**src/design/eff_pkg.sv**
```systemverilog
package eff_pkg;

	localparam int DATA_W    = 32;
	localparam int SCALE_W   = 31;
	localparam int AXIS_W    = 2;
	localparam int CFG_IDX_W = 3;
	localparam int NUM_Q     = 5;
	localparam int QIDX_W    = 3;
	localparam int UPC_W     = 4;

	// register indexes of the configuration port
	localparam logic [CFG_IDX_W-1:0] REG_SWEEP_AXIS  = 3'd0;
	localparam logic [CFG_IDX_W-1:0] REG_AREA_TIME_X = 3'd1;
	localparam logic [CFG_IDX_W-1:0] REG_AREA_TIME_Y = 3'd2;
	localparam logic [CFG_IDX_W-1:0] REG_AREA_TIME_Z = 3'd3;

	// sweep axis codes
	localparam logic [AXIS_W-1:0] AXIS_X     = 2'd0;
	localparam logic [AXIS_W-1:0] AXIS_Y     = 2'd1;
	localparam logic [AXIS_W-1:0] AXIS_Z     = 2'd2;
	// code with no axis of its own, handled like z
	localparam logic [AXIS_W-1:0] AXIS_SPARE = 2'd3;

	// conserved quantity slots
	localparam logic [QIDX_W-1:0] Q_DENS   = 3'd0;
	localparam logic [QIDX_W-1:0] Q_MOM_X  = 3'd1;
	localparam logic [QIDX_W-1:0] Q_MOM_Y  = 3'd2;
	localparam logic [QIDX_W-1:0] Q_MOM_Z  = 3'd3;
	localparam logic [QIDX_W-1:0] Q_ENERGY = 3'd4;

	// 1.0 in unsigned Q15.16
	localparam logic [SCALE_W-1:0] AREA_RESET = 31'd65536;

	// microprogram step addresses
	localparam logic [UPC_W-1:0] STEP_IDLE = 4'd0;
	localparam logic [UPC_W-1:0] STEP_FIN  = 4'd15;

	typedef enum logic [1:0] {
		COND_NEXT,
		COND_WAIT_IN,
		COND_FACE_GATE,
		COND_END
	} cond_t;

	typedef struct packed {
		logic               op_en;
		logic               op_face;
		logic [QIDX_W-1:0]  op_idx;
		logic               addp;
		cond_t              cond;
		logic [UPC_W-1:0]   target;
		logic               fin;
	} uword_t;

endpackage

```
**src/design/eff_cell_if.sv**
```systemverilog
interface eff_cell_if;
	logic                                valid;
	logic                                ready;
	logic signed [eff_pkg::DATA_W-1:0]   density;
	logic signed [eff_pkg::DATA_W-1:0]   mom_x;
	logic signed [eff_pkg::DATA_W-1:0]   mom_y;
	logic signed [eff_pkg::DATA_W-1:0]   mom_z;
	logic signed [eff_pkg::DATA_W-1:0]   energy;
	logic signed [eff_pkg::DATA_W-1:0]   vel_normal;
	logic signed [eff_pkg::DATA_W-1:0]   pressure;
	logic                                line_start;

	modport source (
		output valid, density, mom_x, mom_y, mom_z, energy, vel_normal, pressure,
		output line_start,
		input  ready
	);
	modport sink (
		input  valid, density, mom_x, mom_y, mom_z, energy, vel_normal, pressure,
		input  line_start,
		output ready
	);
endinterface

```
**src/design/eff_face_if.sv**
```systemverilog
interface eff_face_if;
	logic                                valid;
	logic                                ready;
	logic signed [eff_pkg::DATA_W-1:0]   flux_density;
	logic signed [eff_pkg::DATA_W-1:0]   flux_mom_x;
	logic signed [eff_pkg::DATA_W-1:0]   flux_mom_y;
	logic signed [eff_pkg::DATA_W-1:0]   flux_mom_z;
	logic signed [eff_pkg::DATA_W-1:0]   flux_energy;
	logic                                saturated;

	modport source (
		output valid, flux_density, flux_mom_x, flux_mom_y, flux_mom_z, flux_energy,
		output saturated,
		input  ready
	);
	modport sink (
		input  valid, flux_density, flux_mom_x, flux_mom_y, flux_mom_z, flux_energy,
		input  saturated,
		output ready
	);
endinterface

```
**src/design/eff_cfg_if.sv**
```systemverilog
interface eff_cfg_if;
	logic                              valid;
	logic                              ready;
	logic [eff_pkg::CFG_IDX_W-1:0]     index;
	logic [eff_pkg::DATA_W-1:0]        data;

	modport source (output valid, index, data, input ready);
	modport sink (input valid, index, data, output ready);
endinterface

```
**src/design/eff_seq.sv**
```systemverilog
module eff_seq (
	input  logic                         clk,
	input  logic                         arst_n,
	input  logic                         in_beat,
	input  logic                         emit,
	input  logic                         out_free,
	output eff_pkg::uword_t              uw,
	output logic                         idle
);

	logic [eff_pkg::UPC_W-1:0] upc_q;
	logic [eff_pkg::UPC_W-1:0] upc_n;

	function automatic eff_pkg::uword_t mk(
		input logic                        op_en,
		input logic                        op_face,
		input logic [eff_pkg::QIDX_W-1:0]  op_idx,
		input logic                        addp,
		input eff_pkg::cond_t              cond,
		input logic [eff_pkg::UPC_W-1:0]   target,
		input logic                        fin
	);
		eff_pkg::uword_t w;
		w.op_en   = op_en;
		w.op_face = op_face;
		w.op_idx  = op_idx;
		w.addp    = addp;
		w.cond    = cond;
		w.target  = target;
		w.fin     = fin;
		return w;
	endfunction

	// microprogram: physical fluxes through the multiplier, pressure term,
	// face gate, face fluxes, then commit
	always_comb begin
		case (upc_q)
			4'd0:  uw = mk(1'b0, 1'b0, eff_pkg::Q_DENS,   1'b0, eff_pkg::COND_WAIT_IN,
				eff_pkg::STEP_IDLE, 1'b0);
			4'd1:  uw = mk(1'b1, 1'b0, eff_pkg::Q_DENS,   1'b0, eff_pkg::COND_NEXT,
				eff_pkg::STEP_IDLE, 1'b0);
			4'd2:  uw = mk(1'b1, 1'b0, eff_pkg::Q_MOM_X,  1'b0, eff_pkg::COND_NEXT,
				eff_pkg::STEP_IDLE, 1'b0);
			4'd3:  uw = mk(1'b1, 1'b0, eff_pkg::Q_MOM_Y,  1'b0, eff_pkg::COND_NEXT,
				eff_pkg::STEP_IDLE, 1'b0);
			4'd4:  uw = mk(1'b1, 1'b0, eff_pkg::Q_MOM_Z,  1'b0, eff_pkg::COND_NEXT,
				eff_pkg::STEP_IDLE, 1'b0);
			4'd5:  uw = mk(1'b1, 1'b0, eff_pkg::Q_ENERGY, 1'b0, eff_pkg::COND_NEXT,
				eff_pkg::STEP_IDLE, 1'b0);
			4'd6:  uw = mk(1'b0, 1'b0, eff_pkg::Q_DENS,   1'b0, eff_pkg::COND_NEXT,
				eff_pkg::STEP_IDLE, 1'b0);
			4'd7:  uw = mk(1'b0, 1'b0, eff_pkg::Q_DENS,   1'b1, eff_pkg::COND_NEXT,
				eff_pkg::STEP_IDLE, 1'b0);
			4'd8:  uw = mk(1'b0, 1'b0, eff_pkg::Q_DENS,   1'b0, eff_pkg::COND_FACE_GATE,
				eff_pkg::STEP_FIN, 1'b0);
			4'd9:  uw = mk(1'b1, 1'b1, eff_pkg::Q_DENS,   1'b0, eff_pkg::COND_NEXT,
				eff_pkg::STEP_IDLE, 1'b0);
			4'd10: uw = mk(1'b1, 1'b1, eff_pkg::Q_MOM_X,  1'b0, eff_pkg::COND_NEXT,
				eff_pkg::STEP_IDLE, 1'b0);
			4'd11: uw = mk(1'b1, 1'b1, eff_pkg::Q_MOM_Y,  1'b0, eff_pkg::COND_NEXT,
				eff_pkg::STEP_IDLE, 1'b0);
			4'd12: uw = mk(1'b1, 1'b1, eff_pkg::Q_MOM_Z,  1'b0, eff_pkg::COND_NEXT,
				eff_pkg::STEP_IDLE, 1'b0);
			4'd13: uw = mk(1'b1, 1'b1, eff_pkg::Q_ENERGY, 1'b0, eff_pkg::COND_NEXT,
				eff_pkg::STEP_IDLE, 1'b0);
			4'd14: uw = mk(1'b0, 1'b0, eff_pkg::Q_DENS,   1'b0, eff_pkg::COND_NEXT,
				eff_pkg::STEP_IDLE, 1'b0);
			4'd15: uw = mk(1'b0, 1'b0, eff_pkg::Q_DENS,   1'b0, eff_pkg::COND_END,
				eff_pkg::STEP_IDLE, 1'b1);
			default: uw = mk(1'b0, 1'b0, eff_pkg::Q_DENS, 1'b0, eff_pkg::COND_END,
				eff_pkg::STEP_IDLE, 1'b0);
		endcase
	end

	always_comb begin
		case (uw.cond)
			eff_pkg::COND_WAIT_IN:   upc_n = in_beat ? upc_q + 1'b1 : upc_q;
			eff_pkg::COND_FACE_GATE: begin
				if (!emit)
					upc_n = uw.target;
				else if (out_free)
					upc_n = upc_q + 1'b1;
				else
					upc_n = upc_q;
			end
			eff_pkg::COND_END:       upc_n = uw.target;
			default:                 upc_n = upc_q + 1'b1;
		endcase
	end

	always_ff @(posedge clk or negedge arst_n) begin
		if (!arst_n)
			upc_q <= eff_pkg::STEP_IDLE;
		else
			upc_q <= upc_n;
	end

	assign idle = (upc_q == eff_pkg::STEP_IDLE);

endmodule

```
**src/design/euler_face_flux_llf.sv**
```systemverilog
// a new cell is taken only while the sequencer is idle, so it waits until the last one is through;
// the step counter of the microprogram walks ten products through one shared 33x32 multiplier
// (operand, product, round stages); a face beat shows valid after the commit step of the cell beat
// that closes the face, and the face gate stalls the microprogram while the result register is full
// reset: sequencer idle, registers to sweep x and area factors 1.0, no previous cell held
module euler_face_flux_llf #(
	parameter int FRAC_BITS = 16
) (
	input  logic         clk,
	input  logic         arst_n,
	eff_cell_if.sink     cells,
	eff_face_if.source   faces,
	eff_cfg_if.sink      cfg
);

	localparam int PROD_W = 65;
	localparam int RND_W  = PROD_W + 1;
	localparam logic [RND_W-1:0] HALF_P = RND_W'(1) << (FRAC_BITS - 1);
	localparam logic [RND_W-1:0] HALF_F = RND_W'(1) << FRAC_BITS;

	// configuration registers
	logic [eff_pkg::AXIS_W-1:0]  sweep_q;
	logic [eff_pkg::SCALE_W-1:0] area_x_q;
	logic [eff_pkg::SCALE_W-1:0] area_y_q;
	logic [eff_pkg::SCALE_W-1:0] area_z_q;

	// current cell, its physical fluxes, and the previous cell
	logic signed [eff_pkg::DATA_W-1:0] u_q  [eff_pkg::NUM_Q];
	logic signed [eff_pkg::DATA_W-1:0] f_q  [eff_pkg::NUM_Q];
	logic signed [eff_pkg::DATA_W-1:0] pc_q [eff_pkg::NUM_Q];
	logic signed [eff_pkg::DATA_W-1:0] pf_q [eff_pkg::NUM_Q];
	logic signed [eff_pkg::DATA_W-1:0] vel_q;
	logic signed [eff_pkg::DATA_W-1:0] pr_q;
	logic                              emit_q;
	logic                              flag_q;
	logic                              have_prev_q;

	// face result register
	logic signed [eff_pkg::DATA_W-1:0] out_q [eff_pkg::NUM_Q];
	logic                              out_sat_q;
	logic                              out_valid_q;

	// multiplier pipeline
	logic [32:0]                       opa_s1;
	logic [31:0]                       opb_s1;
	logic                              neg_s1;
	logic                              face_s1;
	logic [eff_pkg::QIDX_W-1:0]        idx_s1;
	logic                              vld_s1;
	logic [PROD_W-1:0]                 prod_s2;
	logic                              neg_s2;
	logic                              face_s2;
	logic [eff_pkg::QIDX_W-1:0]        idx_s2;
	logic                              vld_s2;

	eff_pkg::uword_t                   uw;
	logic                              seq_idle;
	logic                              cell_beat;
	logic                              face_beat;
	logic                              out_free;

	logic [eff_pkg::AXIS_W-1:0]        axis;
	logic [eff_pkg::SCALE_W-1:0]       scale;
	logic [eff_pkg::QIDX_W-1:0]        p_idx;

	logic signed [32:0]                a_phys;
	logic [32:0]                       a_mag;
	logic [31:0]                       vel_mag;
	logic signed [33:0]                d_face;
	logic [33:0]                       d_mag;
	logic [32:0]                       opa_n;
	logic [31:0]                       opb_n;
	logic                              neg_n;

	logic [RND_W-1:0]                  rsum;
	logic [RND_W-1:0]                  q_full;
	logic signed [eff_pkg::DATA_W-1:0] wb_val;
	logic                              wb_sat;

	logic signed [32:0]                p_sum;
	logic signed [eff_pkg::DATA_W-1:0] p_val;
	logic                              p_sat;

	eff_seq u_seq (
		.clk      (clk),
		.arst_n   (arst_n),
		.in_beat  (cell_beat),
		.emit     (emit_q),
		.out_free (out_free),
		.uw       (uw),
		.idle     (seq_idle)
	);

	assign cells.ready = seq_idle;
	assign cell_beat   = cells.valid && cells.ready;
	assign face_beat   = faces.valid && faces.ready;
	// result register is free now or empties at this edge
	assign out_free    = !out_valid_q || faces.ready;
	assign cfg.ready   = seq_idle;

	assign faces.valid        = out_valid_q;
	assign faces.flux_density = out_q[eff_pkg::Q_DENS];
	assign faces.flux_mom_x   = out_q[eff_pkg::Q_MOM_X];
	assign faces.flux_mom_y   = out_q[eff_pkg::Q_MOM_Y];
	assign faces.flux_mom_z   = out_q[eff_pkg::Q_MOM_Z];
	assign faces.flux_energy  = out_q[eff_pkg::Q_ENERGY];
	assign faces.saturated    = out_sat_q;

	// the unused axis code falls back to z
	always_comb begin
		axis = (sweep_q == eff_pkg::AXIS_SPARE) ? eff_pkg::AXIS_Z : sweep_q;
		case (axis)
			eff_pkg::AXIS_X: scale = area_x_q;
			eff_pkg::AXIS_Y: scale = area_y_q;
			default:         scale = area_z_q;
		endcase
		p_idx = eff_pkg::QIDX_W'(axis) + 1'b1;
	end

	// operand stage: signed operands split into magnitude and product sign
	always_comb begin
		if (uw.op_idx == eff_pkg::Q_ENERGY)
			a_phys = {pr_q[31], pr_q} + {u_q[eff_pkg::Q_ENERGY][31], u_q[eff_pkg::Q_ENERGY]};
		else
			a_phys = {u_q[uw.op_idx][31], u_q[uw.op_idx]};
		a_mag   = a_phys[32] ? 33'(-a_phys) : 33'(a_phys);
		vel_mag = vel_q[31] ? 32'(-vel_q) : 32'(vel_q);

		// face difference (f_m + f_p) - (u_p - u_m), exact in 34 bits
		d_face = ({{2{pf_q[uw.op_idx][31]}}, pf_q[uw.op_idx]}
			+ {{2{f_q[uw.op_idx][31]}}, f_q[uw.op_idx]})
			- ({{2{u_q[uw.op_idx][31]}}, u_q[uw.op_idx]}
			- {{2{pc_q[uw.op_idx][31]}}, pc_q[uw.op_idx]});
		d_mag  = d_face[33] ? 34'(-d_face) : 34'(d_face);

		if (uw.op_face) begin
			opa_n = d_mag[32:0];
			opb_n = {1'b0, scale};
			neg_n = d_face[33];
		end else begin
			opa_n = a_mag;
			opb_n = vel_mag;
			neg_n = a_phys[32] ^ vel_q[31];
		end
	end

	// round stage: nearest with ties away on the magnitude, then sign and clamp;
	// face products carry the extra halving
	always_comb begin
		rsum   = {1'b0, prod_s2} + (face_s2 ? HALF_F : HALF_P);
		q_full = face_s2 ? (rsum >> (FRAC_BITS + 1)) : (rsum >> FRAC_BITS);
		if (!neg_s2) begin
			wb_sat = (q_full > RND_W'(32'h7fff_ffff));
			wb_val = wb_sat ? 32'sh7fff_ffff : q_full[31:0];
		end else begin
			wb_sat = (q_full > RND_W'(32'h8000_0000));
			wb_val = wb_sat ? 32'sh8000_0000 : 32'(-q_full[31:0]);
		end
	end

	// pressure term on the momentum along the sweep axis
	always_comb begin
		p_sum = {f_q[p_idx][31], f_q[p_idx]} + {pr_q[31], pr_q};
		if (p_sum > 33'sh0_7fff_ffff) begin
			p_sat = 1'b1;
			p_val = 32'sh7fff_ffff;
		end else if (p_sum < -33'sh0_8000_0000) begin
			p_sat = 1'b1;
			p_val = 32'sh8000_0000;
		end else begin
			p_sat = 1'b0;
			p_val = p_sum[31:0];
		end
	end

	// configuration writes, taken while the sequencer is idle
	always_ff @(posedge clk or negedge arst_n) begin
		if (!arst_n) begin
			sweep_q  <= eff_pkg::AXIS_X;
			area_x_q <= eff_pkg::AREA_RESET;
			area_y_q <= eff_pkg::AREA_RESET;
			area_z_q <= eff_pkg::AREA_RESET;
		end else if (cfg.valid && cfg.ready) begin
			case (cfg.index)
				eff_pkg::REG_SWEEP_AXIS:  sweep_q  <= cfg.data[eff_pkg::AXIS_W-1:0];
				eff_pkg::REG_AREA_TIME_X: area_x_q <= cfg.data[eff_pkg::SCALE_W-1:0];
				eff_pkg::REG_AREA_TIME_Y: area_y_q <= cfg.data[eff_pkg::SCALE_W-1:0];
				eff_pkg::REG_AREA_TIME_Z: area_z_q <= cfg.data[eff_pkg::SCALE_W-1:0];
				default: ;
			endcase
		end
	end

	// cell capture
	always_ff @(posedge clk) begin
		if (cell_beat) begin
			u_q[eff_pkg::Q_DENS]   <= cells.density;
			u_q[eff_pkg::Q_MOM_X]  <= cells.mom_x;
			u_q[eff_pkg::Q_MOM_Y]  <= cells.mom_y;
			u_q[eff_pkg::Q_MOM_Z]  <= cells.mom_z;
			u_q[eff_pkg::Q_ENERGY] <= cells.energy;
			vel_q                  <= cells.vel_normal;
			pr_q                   <= cells.pressure;
		end
	end

	// control state: face gate, flag, previous-cell marker, result valid, multiplier valid bits
	always_ff @(posedge clk or negedge arst_n) begin
		if (!arst_n) begin
			emit_q      <= 1'b0;
			flag_q      <= 1'b0;
			have_prev_q <= 1'b0;
			out_valid_q <= 1'b0;
			vld_s1      <= 1'b0;
			vld_s2      <= 1'b0;
		end else begin
			vld_s1 <= uw.op_en;
			vld_s2 <= vld_s1;
			if (cell_beat) begin
				emit_q <= have_prev_q && !cells.line_start;
				flag_q <= 1'b0;
			end else if ((vld_s2 && wb_sat) || (uw.addp && p_sat)) begin
				flag_q <= 1'b1;
			end
			if (uw.fin)
				have_prev_q <= 1'b1;
			if (uw.fin && emit_q)
				out_valid_q <= 1'b1;
			else if (face_beat)
				out_valid_q <= 1'b0;
		end
	end

	// multiplier pipeline payload
	always_ff @(posedge clk) begin
		if (uw.op_en) begin
			opa_s1  <= opa_n;
			opb_s1  <= opb_n;
			neg_s1  <= neg_n;
			face_s1 <= uw.op_face;
			idx_s1  <= uw.op_idx;
		end
		if (vld_s1) begin
			prod_s2 <= PROD_W'(opa_s1) * PROD_W'(opb_s1);
			neg_s2  <= neg_s1;
			face_s2 <= face_s1;
			idx_s2  <= idx_s1;
		end
	end

	// write back: physical fluxes to the cell file, face fluxes to the result register
	always_ff @(posedge clk) begin
		if (vld_s2 && !face_s2)
			f_q[idx_s2] <= wb_val;
		if (uw.addp)
			f_q[p_idx] <= p_val;
		if (vld_s2 && face_s2)
			out_q[idx_s2] <= wb_val;
		if (uw.fin && emit_q)
			out_sat_q <= flag_q || (vld_s2 && wb_sat);
		// the current cell becomes the left side of the next face
		if (uw.fin) begin
			for (int i = 0; i < eff_pkg::NUM_Q; i++) begin
				pc_q[i] <= u_q[i];
				pf_q[i] <= f_q[i];
			end
		end
	end

endmodule

```
**src/flat_wrapper.sv**
```systemverilog
// flat-port wrapper written by rule: the top's interface ports become plain ports
module euler_face_flux_llf_flat 
#(
	parameter int FRAC_BITS = 16
)
  (clk, arst_n, cells_valid, cells_density, cells_mom_x, cells_mom_y, cells_mom_z, cells_energy, cells_vel_normal, cells_pressure, cells_line_start, cells_ready, faces_valid, faces_flux_density, faces_flux_mom_x, faces_flux_mom_y, faces_flux_mom_z, faces_flux_energy, faces_saturated, faces_ready, cfg_valid, cfg_index, cfg_data, cfg_ready);
  eff_cell_if cells_i ();
  eff_face_if faces_i ();
  eff_cfg_if cfg_i ();
  input  logic clk;
  input  logic arst_n;
  input wire logic [$bits(cells_i.valid)-1:0] cells_valid;
  input wire logic [$bits(cells_i.density)-1:0] cells_density;
  input wire logic [$bits(cells_i.mom_x)-1:0] cells_mom_x;
  input wire logic [$bits(cells_i.mom_y)-1:0] cells_mom_y;
  input wire logic [$bits(cells_i.mom_z)-1:0] cells_mom_z;
  input wire logic [$bits(cells_i.energy)-1:0] cells_energy;
  input wire logic [$bits(cells_i.vel_normal)-1:0] cells_vel_normal;
  input wire logic [$bits(cells_i.pressure)-1:0] cells_pressure;
  input wire logic [$bits(cells_i.line_start)-1:0] cells_line_start;
  output wire logic [$bits(cells_i.ready)-1:0] cells_ready;
  output wire logic [$bits(faces_i.valid)-1:0] faces_valid;
  output wire logic [$bits(faces_i.flux_density)-1:0] faces_flux_density;
  output wire logic [$bits(faces_i.flux_mom_x)-1:0] faces_flux_mom_x;
  output wire logic [$bits(faces_i.flux_mom_y)-1:0] faces_flux_mom_y;
  output wire logic [$bits(faces_i.flux_mom_z)-1:0] faces_flux_mom_z;
  output wire logic [$bits(faces_i.flux_energy)-1:0] faces_flux_energy;
  output wire logic [$bits(faces_i.saturated)-1:0] faces_saturated;
  input wire logic [$bits(faces_i.ready)-1:0] faces_ready;
  input wire logic [$bits(cfg_i.valid)-1:0] cfg_valid;
  input wire logic [$bits(cfg_i.index)-1:0] cfg_index;
  input wire logic [$bits(cfg_i.data)-1:0] cfg_data;
  output wire logic [$bits(cfg_i.ready)-1:0] cfg_ready;
  assign cells_i.valid = cells_valid;
  assign cells_i.density = cells_density;
  assign cells_i.mom_x = cells_mom_x;
  assign cells_i.mom_y = cells_mom_y;
  assign cells_i.mom_z = cells_mom_z;
  assign cells_i.energy = cells_energy;
  assign cells_i.vel_normal = cells_vel_normal;
  assign cells_i.pressure = cells_pressure;
  assign cells_i.line_start = cells_line_start;
  assign cells_ready = cells_i.ready;
  assign faces_valid = faces_i.valid;
  assign faces_flux_density = faces_i.flux_density;
  assign faces_flux_mom_x = faces_i.flux_mom_x;
  assign faces_flux_mom_y = faces_i.flux_mom_y;
  assign faces_flux_mom_z = faces_i.flux_mom_z;
  assign faces_flux_energy = faces_i.flux_energy;
  assign faces_saturated = faces_i.saturated;
  assign faces_i.ready = faces_ready;
  assign cfg_i.valid = cfg_valid;
  assign cfg_i.index = cfg_index;
  assign cfg_i.data = cfg_data;
  assign cfg_ready = cfg_i.ready;
  euler_face_flux_llf #(.FRAC_BITS(FRAC_BITS)) u_core (.clk(clk), .arst_n(arst_n), .cells(cells_i), .faces(faces_i), .cfg(cfg_i));
endmodule
```
**config.mk**
```make
export PLATFORM = sky130hd
export DESIGN_NAME = euler_face_flux_llf_flat
export DESIGN_NICKNAME = d
export VERILOG_FILES = /design/src/design/eff_pkg.sv /design/src/design/eff_cell_if.sv /design/src/design/eff_face_if.sv /design/src/design/eff_cfg_if.sv /design/src/design/eff_seq.sv /design/src/design/euler_face_flux_llf.sv /design/src/flat_wrapper.sv
export SDC_FILE = /design/constraint.sdc
export NUM_CORES = 2
export LEC_CHECK = 0
export BUFFER_PORTS_ARGS = -buffer_cell sky130_fd_sc_hd__buf_2
export CELL_PAD_IN_SITES_DETAIL_PLACEMENT = 1
export CELL_PAD_IN_SITES_GLOBAL_PLACEMENT = 1
export CORE_MARGIN = 3
export CORE_UTILIZATION = 45
export DETAILED_ROUTE_END_ITERATION = 10
export MAX_ROUTING_LAYER = met4
export PLACE_DENSITY_LB_ADDON = 0.1
export SLEW_MARGIN = 20
export SYNTH_ARGS = -nofsm -noshare
export SYNTH_HDL_FRONTEND = slang
export SYNTH_SLANG_ARGS = --single-unit
```
**constraint.sdc**
```tcl
create_clock -name clk -period 23.4 [get_ports clk]
set_input_delay 3.51 -clock clk [delete_from_list [all_inputs] [get_ports clk]]
set_output_delay 3.51 -clock clk [all_outputs]
set_load 0.01 [all_outputs]
```
==> impl_metrics.ini <==
[run_status]
outcome = finished clean

[timing]
clock_skew_ns = 0.0523
worstMarginPinSlew_ns = 1.12
slew_viol_final = 0
finalWorstPathRequiredPeriod_ns = 9.80
finalCritPeriodShare_pct = 41.9
final-setup-viol-count = 0
hold_viol = 0
tns_ns = 0
rsz0062_at_grt = false
slew_headroom_pct = 23.5
fmax_mhz = 102

[floorplanning]
io_pins = 429
start_util_pct = 45.3
dieArea_mm2 = 0.214
rows = 167
dieWidth_um = 463
dieHeight_um = 463
core_area_mm2 = 0.207

[logic_synthesis]
synth_edf_count = 1086
synthTopCellsByArea = edfxtp_1 35%, fa_1 21%, nand2_1 5.9%, ha_1 4.9%, inv_1 4.3%
ys_seq_area_share_pct = 37.5
postSynthAreaPerCell_um2 = 10.5
synth_top_area_cell = edfxtp_1
synthFlopType = edfxtp_1
syn-cell-area_mm2 = 0.0939
ys_types = 107
ys_warn_count = 0
synthesis.nets = 10600
async_reset_ff_share_pct = 8.82
synthCells = 8930
ys_ff_latch = 1191
synth.top_cell.area_share_pct = 34.7

[placed_design]
port_buffers = 427
place.gp.congestion = 0.929
placed_area_mm2 = 0.0989
hpwl_um = 228000

[worst_setup_path]
crit_required_ns = 23.92
worstSetupPathType = reg -> reg
critPathMaxFanout = 54
endpoint_kind = register
start_kind = register
cp_data_arrival_time_ns = 10.32

[drt]
wirelength_um = 308000
first_pass_iters = 6
drcViolationCount = 0
vias = 68700
antenna_left = 0
viasPerCell = 5.71
wl_per_cell_um = 25.6
drt-initial-drc-count = 4635

[finish]
drive_gt1_share_pct = 11.4
syn_to_final_growth_pct = 10.3
design_area_mm2 = 0.104
fin_nets = 10800

[min_path]
hold_path_class = reg -> reg

[clocking]
cts_buffers = 136
hold_buffers = 0
root_buffer = clkbuf_16
post_cts_buffers = 0
htreeDepth = 4
cts_tree = yes
cts.sinks = 1191
clock_path_buffers = 3
clock_latency_ns = 0.81
clk_pin_slew_ns = 0.06
cts_resized = 0

[global_route]
groute.usage.overall_pct = 29.6
antenna_found_initial = 8
grt_pass1_wl_um = 470000
grt_max_degree = 123
grt_pass1_vias = 74500
grt.overflow.total = 0

[run]
cap_violations = 0
==> state kept, by name, summed over array words and instances, names as in the netlist, 2 cells and up <==
register            cells
u_core.f_q            256
u_core.out_q          160
u_core.pc_q           160
u_core.pf_q           160
u_core.u_q            160
u_core.prod_s2         50
u_core.opa_s1          33
u_core.opb_s1          32
u_core.pr_q            32
u_core.vel_q           32
u_core.area_x_q        31
u_core.area_y_q        31
u_core.area_z_q        31
u_core.u_seq.upc_q      4
u_core.idx_s1           3
u_core.idx_s2           3
u_core.sweep_q          2
==> logic make-up after synthesis <==
logic type / after synthesis / synth area share (%)
compound gates: 1211 / 8.59
xor+xnor: 243 / 2.27
fa+ha+maj: 1363 / 26.1
simple gates: 3029 / 15.3
flops: 1191 / 37.5
mux: 313 / 3.81
buf+inv: 1580 / 6.40
==> worst max-delay path: stages, from the launching register on <==
cell	delay [ns]
dfrtp_1	0.48
inv_1	0.13
ha_2	0.20
buf_4	0.27
mux2i_4	0.31
buf_4	0.48
buf_4	0.64
buf_4	0.66
nand3_1	0.19
a31oi_1	0.72
fa_1	0.54
inv_1	0.09
fa_1	0.39
ha_1	0.42
o21ai_0	0.26
o21ai_0	0.14
a221oi_1	0.71
nand2b_1	0.11
o211a_1	0.28
nor4_1	0.47
or3b_1	0.48
or3b_1	0.52
o31ai_1	0.30
xor2_1	0.13
mux2i_1	0.41
==> Yosys cell counts (all sizes together), types with 15 or more instances <==
| cell type | count |
|---|---|
| xor2 | 108 |
| a22oi | 16 |
| a21oi | 327 |
| a31oi | 61 |
| o211ai | 22 |
| o22ai | 56 |
| o31ai | 38 |
| edfxtp | 1086 |
| nor3 | 71 |
| and2 | 555 |
| mux4 | 22 |
| a21o | 113 |
| xnor2 | 135 |
| nand3b | 15 |
| and4 | 17 |
| nor2b | 23 |
| o21ai | 224 |
| ha | 370 |
| o21a | 36 |
| a22o | 30 |
| nand2 | 1466 |
| or4 | 19 |
| a311oi | 42 |
| nor2 | 245 |
| fa | 993 |
| nor4 | 28 |
| mux2 | 135 |
| inv | 1071 |
| dfrtp | 102 |
| a211oi | 82 |
| mux2i | 156 |
| nand3 | 375 |
| and3 | 82 |
| or3 | 22 |
| a21boi | 15 |
| buf | 86 |
| clkbuf | 421 |
| nand2b | 36 |
| nand4 | 42 |
==> final timing paths <==
path	startpoint	endpoint	slack [ns]	depth (start not counted)
max in group asynchronous	arst_n	u_core.vld_s1$_DFF_PN0_	19.32	2
worst min register to register	u_core.idx_s1[0]$_DFFE_PP_	u_core.idx_s2[0]$_DFFE_PP_	0.41	0
worst max register to register	u_core.u_seq.upc_q[0]$_DFFE_PN0P_	u_core.opa_s1[28]$_DFFE_PP_	13.60	24
worst min-delay path	u_core.idx_s1[0]$_DFFE_PP_	u_core.idx_s2[0]$_DFFE_PP_	0.41	0
worst max-delay path	u_core.u_seq.upc_q[0]$_DFFE_PN0P_	u_core.opa_s1[28]$_DFFE_PP_	13.60	24
min in group asynchronous	arst_n	u_core.area_y_q[7]$_DFFE_PN0P_	2.77	1
==> layer usage <==
layer  up-vias  global-route usage, %  wire, µm
met5         -                      -         0
met4         0                   10.2     12000
met3       479                   2.88     13000
met2      1769                   50.6    156000
met1     36100                   36.9    127000
li1      30400                      -         -
==> stage by stage <==
| step | hold slack, ns | std cells | util [%] | worst slack (ns) |
|---|---|---|---|---|
| after global routing | 0.424 | 12000 | 49.9 | 13.20 |
| after detailed placement | 0.406 | 11800 | 47.7 | 13.77 |
| final | 0.409 | 12000 | 50.0 | 13.60 |
| after floorplan | 0.400 | 8930 | - | 14.14 |
| after global placement | 0.401 | 11800 | 47.7 | 13.88 |
| after CTS | 0.419 | 12000 | 49.9 | 13.71 |
==> cell usage in the layout, fill, tap and decap left out, types with 22 or more instances in the layout <==
cell type	count
nand2_1	1462
edfxtp_1	1086
inv_1	1068
fa_1	993
and2_1	551
buf_2	426
nand3_1	375
ha_1	368
a21oi_1	323
nor2_1	232
o21ai_0	203
mux2i_1	152
buf_4	144
clkbuf_16	138
mux2_2	135
xnor2_1	135
a21o_1	113
xor2_1	108
dfrtp_1	99
and3_1	82
a211oi_1	78
nor3_1	66
a31oi_1	60
o22ai_1	49
a311oi_1	42
nand4_1	41
o31ai_1	37
nand2b_1	36
o21a_1	36
a22o_1	30
clkbuf_1	28
nor4_1	24
nor2b_1	23
mux4_2	22
==> cell type report <==
class	count	area (µm²)
inverter	1073	4040
tap	2788	3490
sequential	1191	35300
antenna	6	15.0
clock inverter	77	907
clock buffer	171	3630
timing repair buffer	577	3350
multi-input combinational	6159	52900
fill	22500	104000
Power is left out: the tool's default activity adds up to more than one toggle a clock period on the data nets, which glitch-free logic cannot reach.
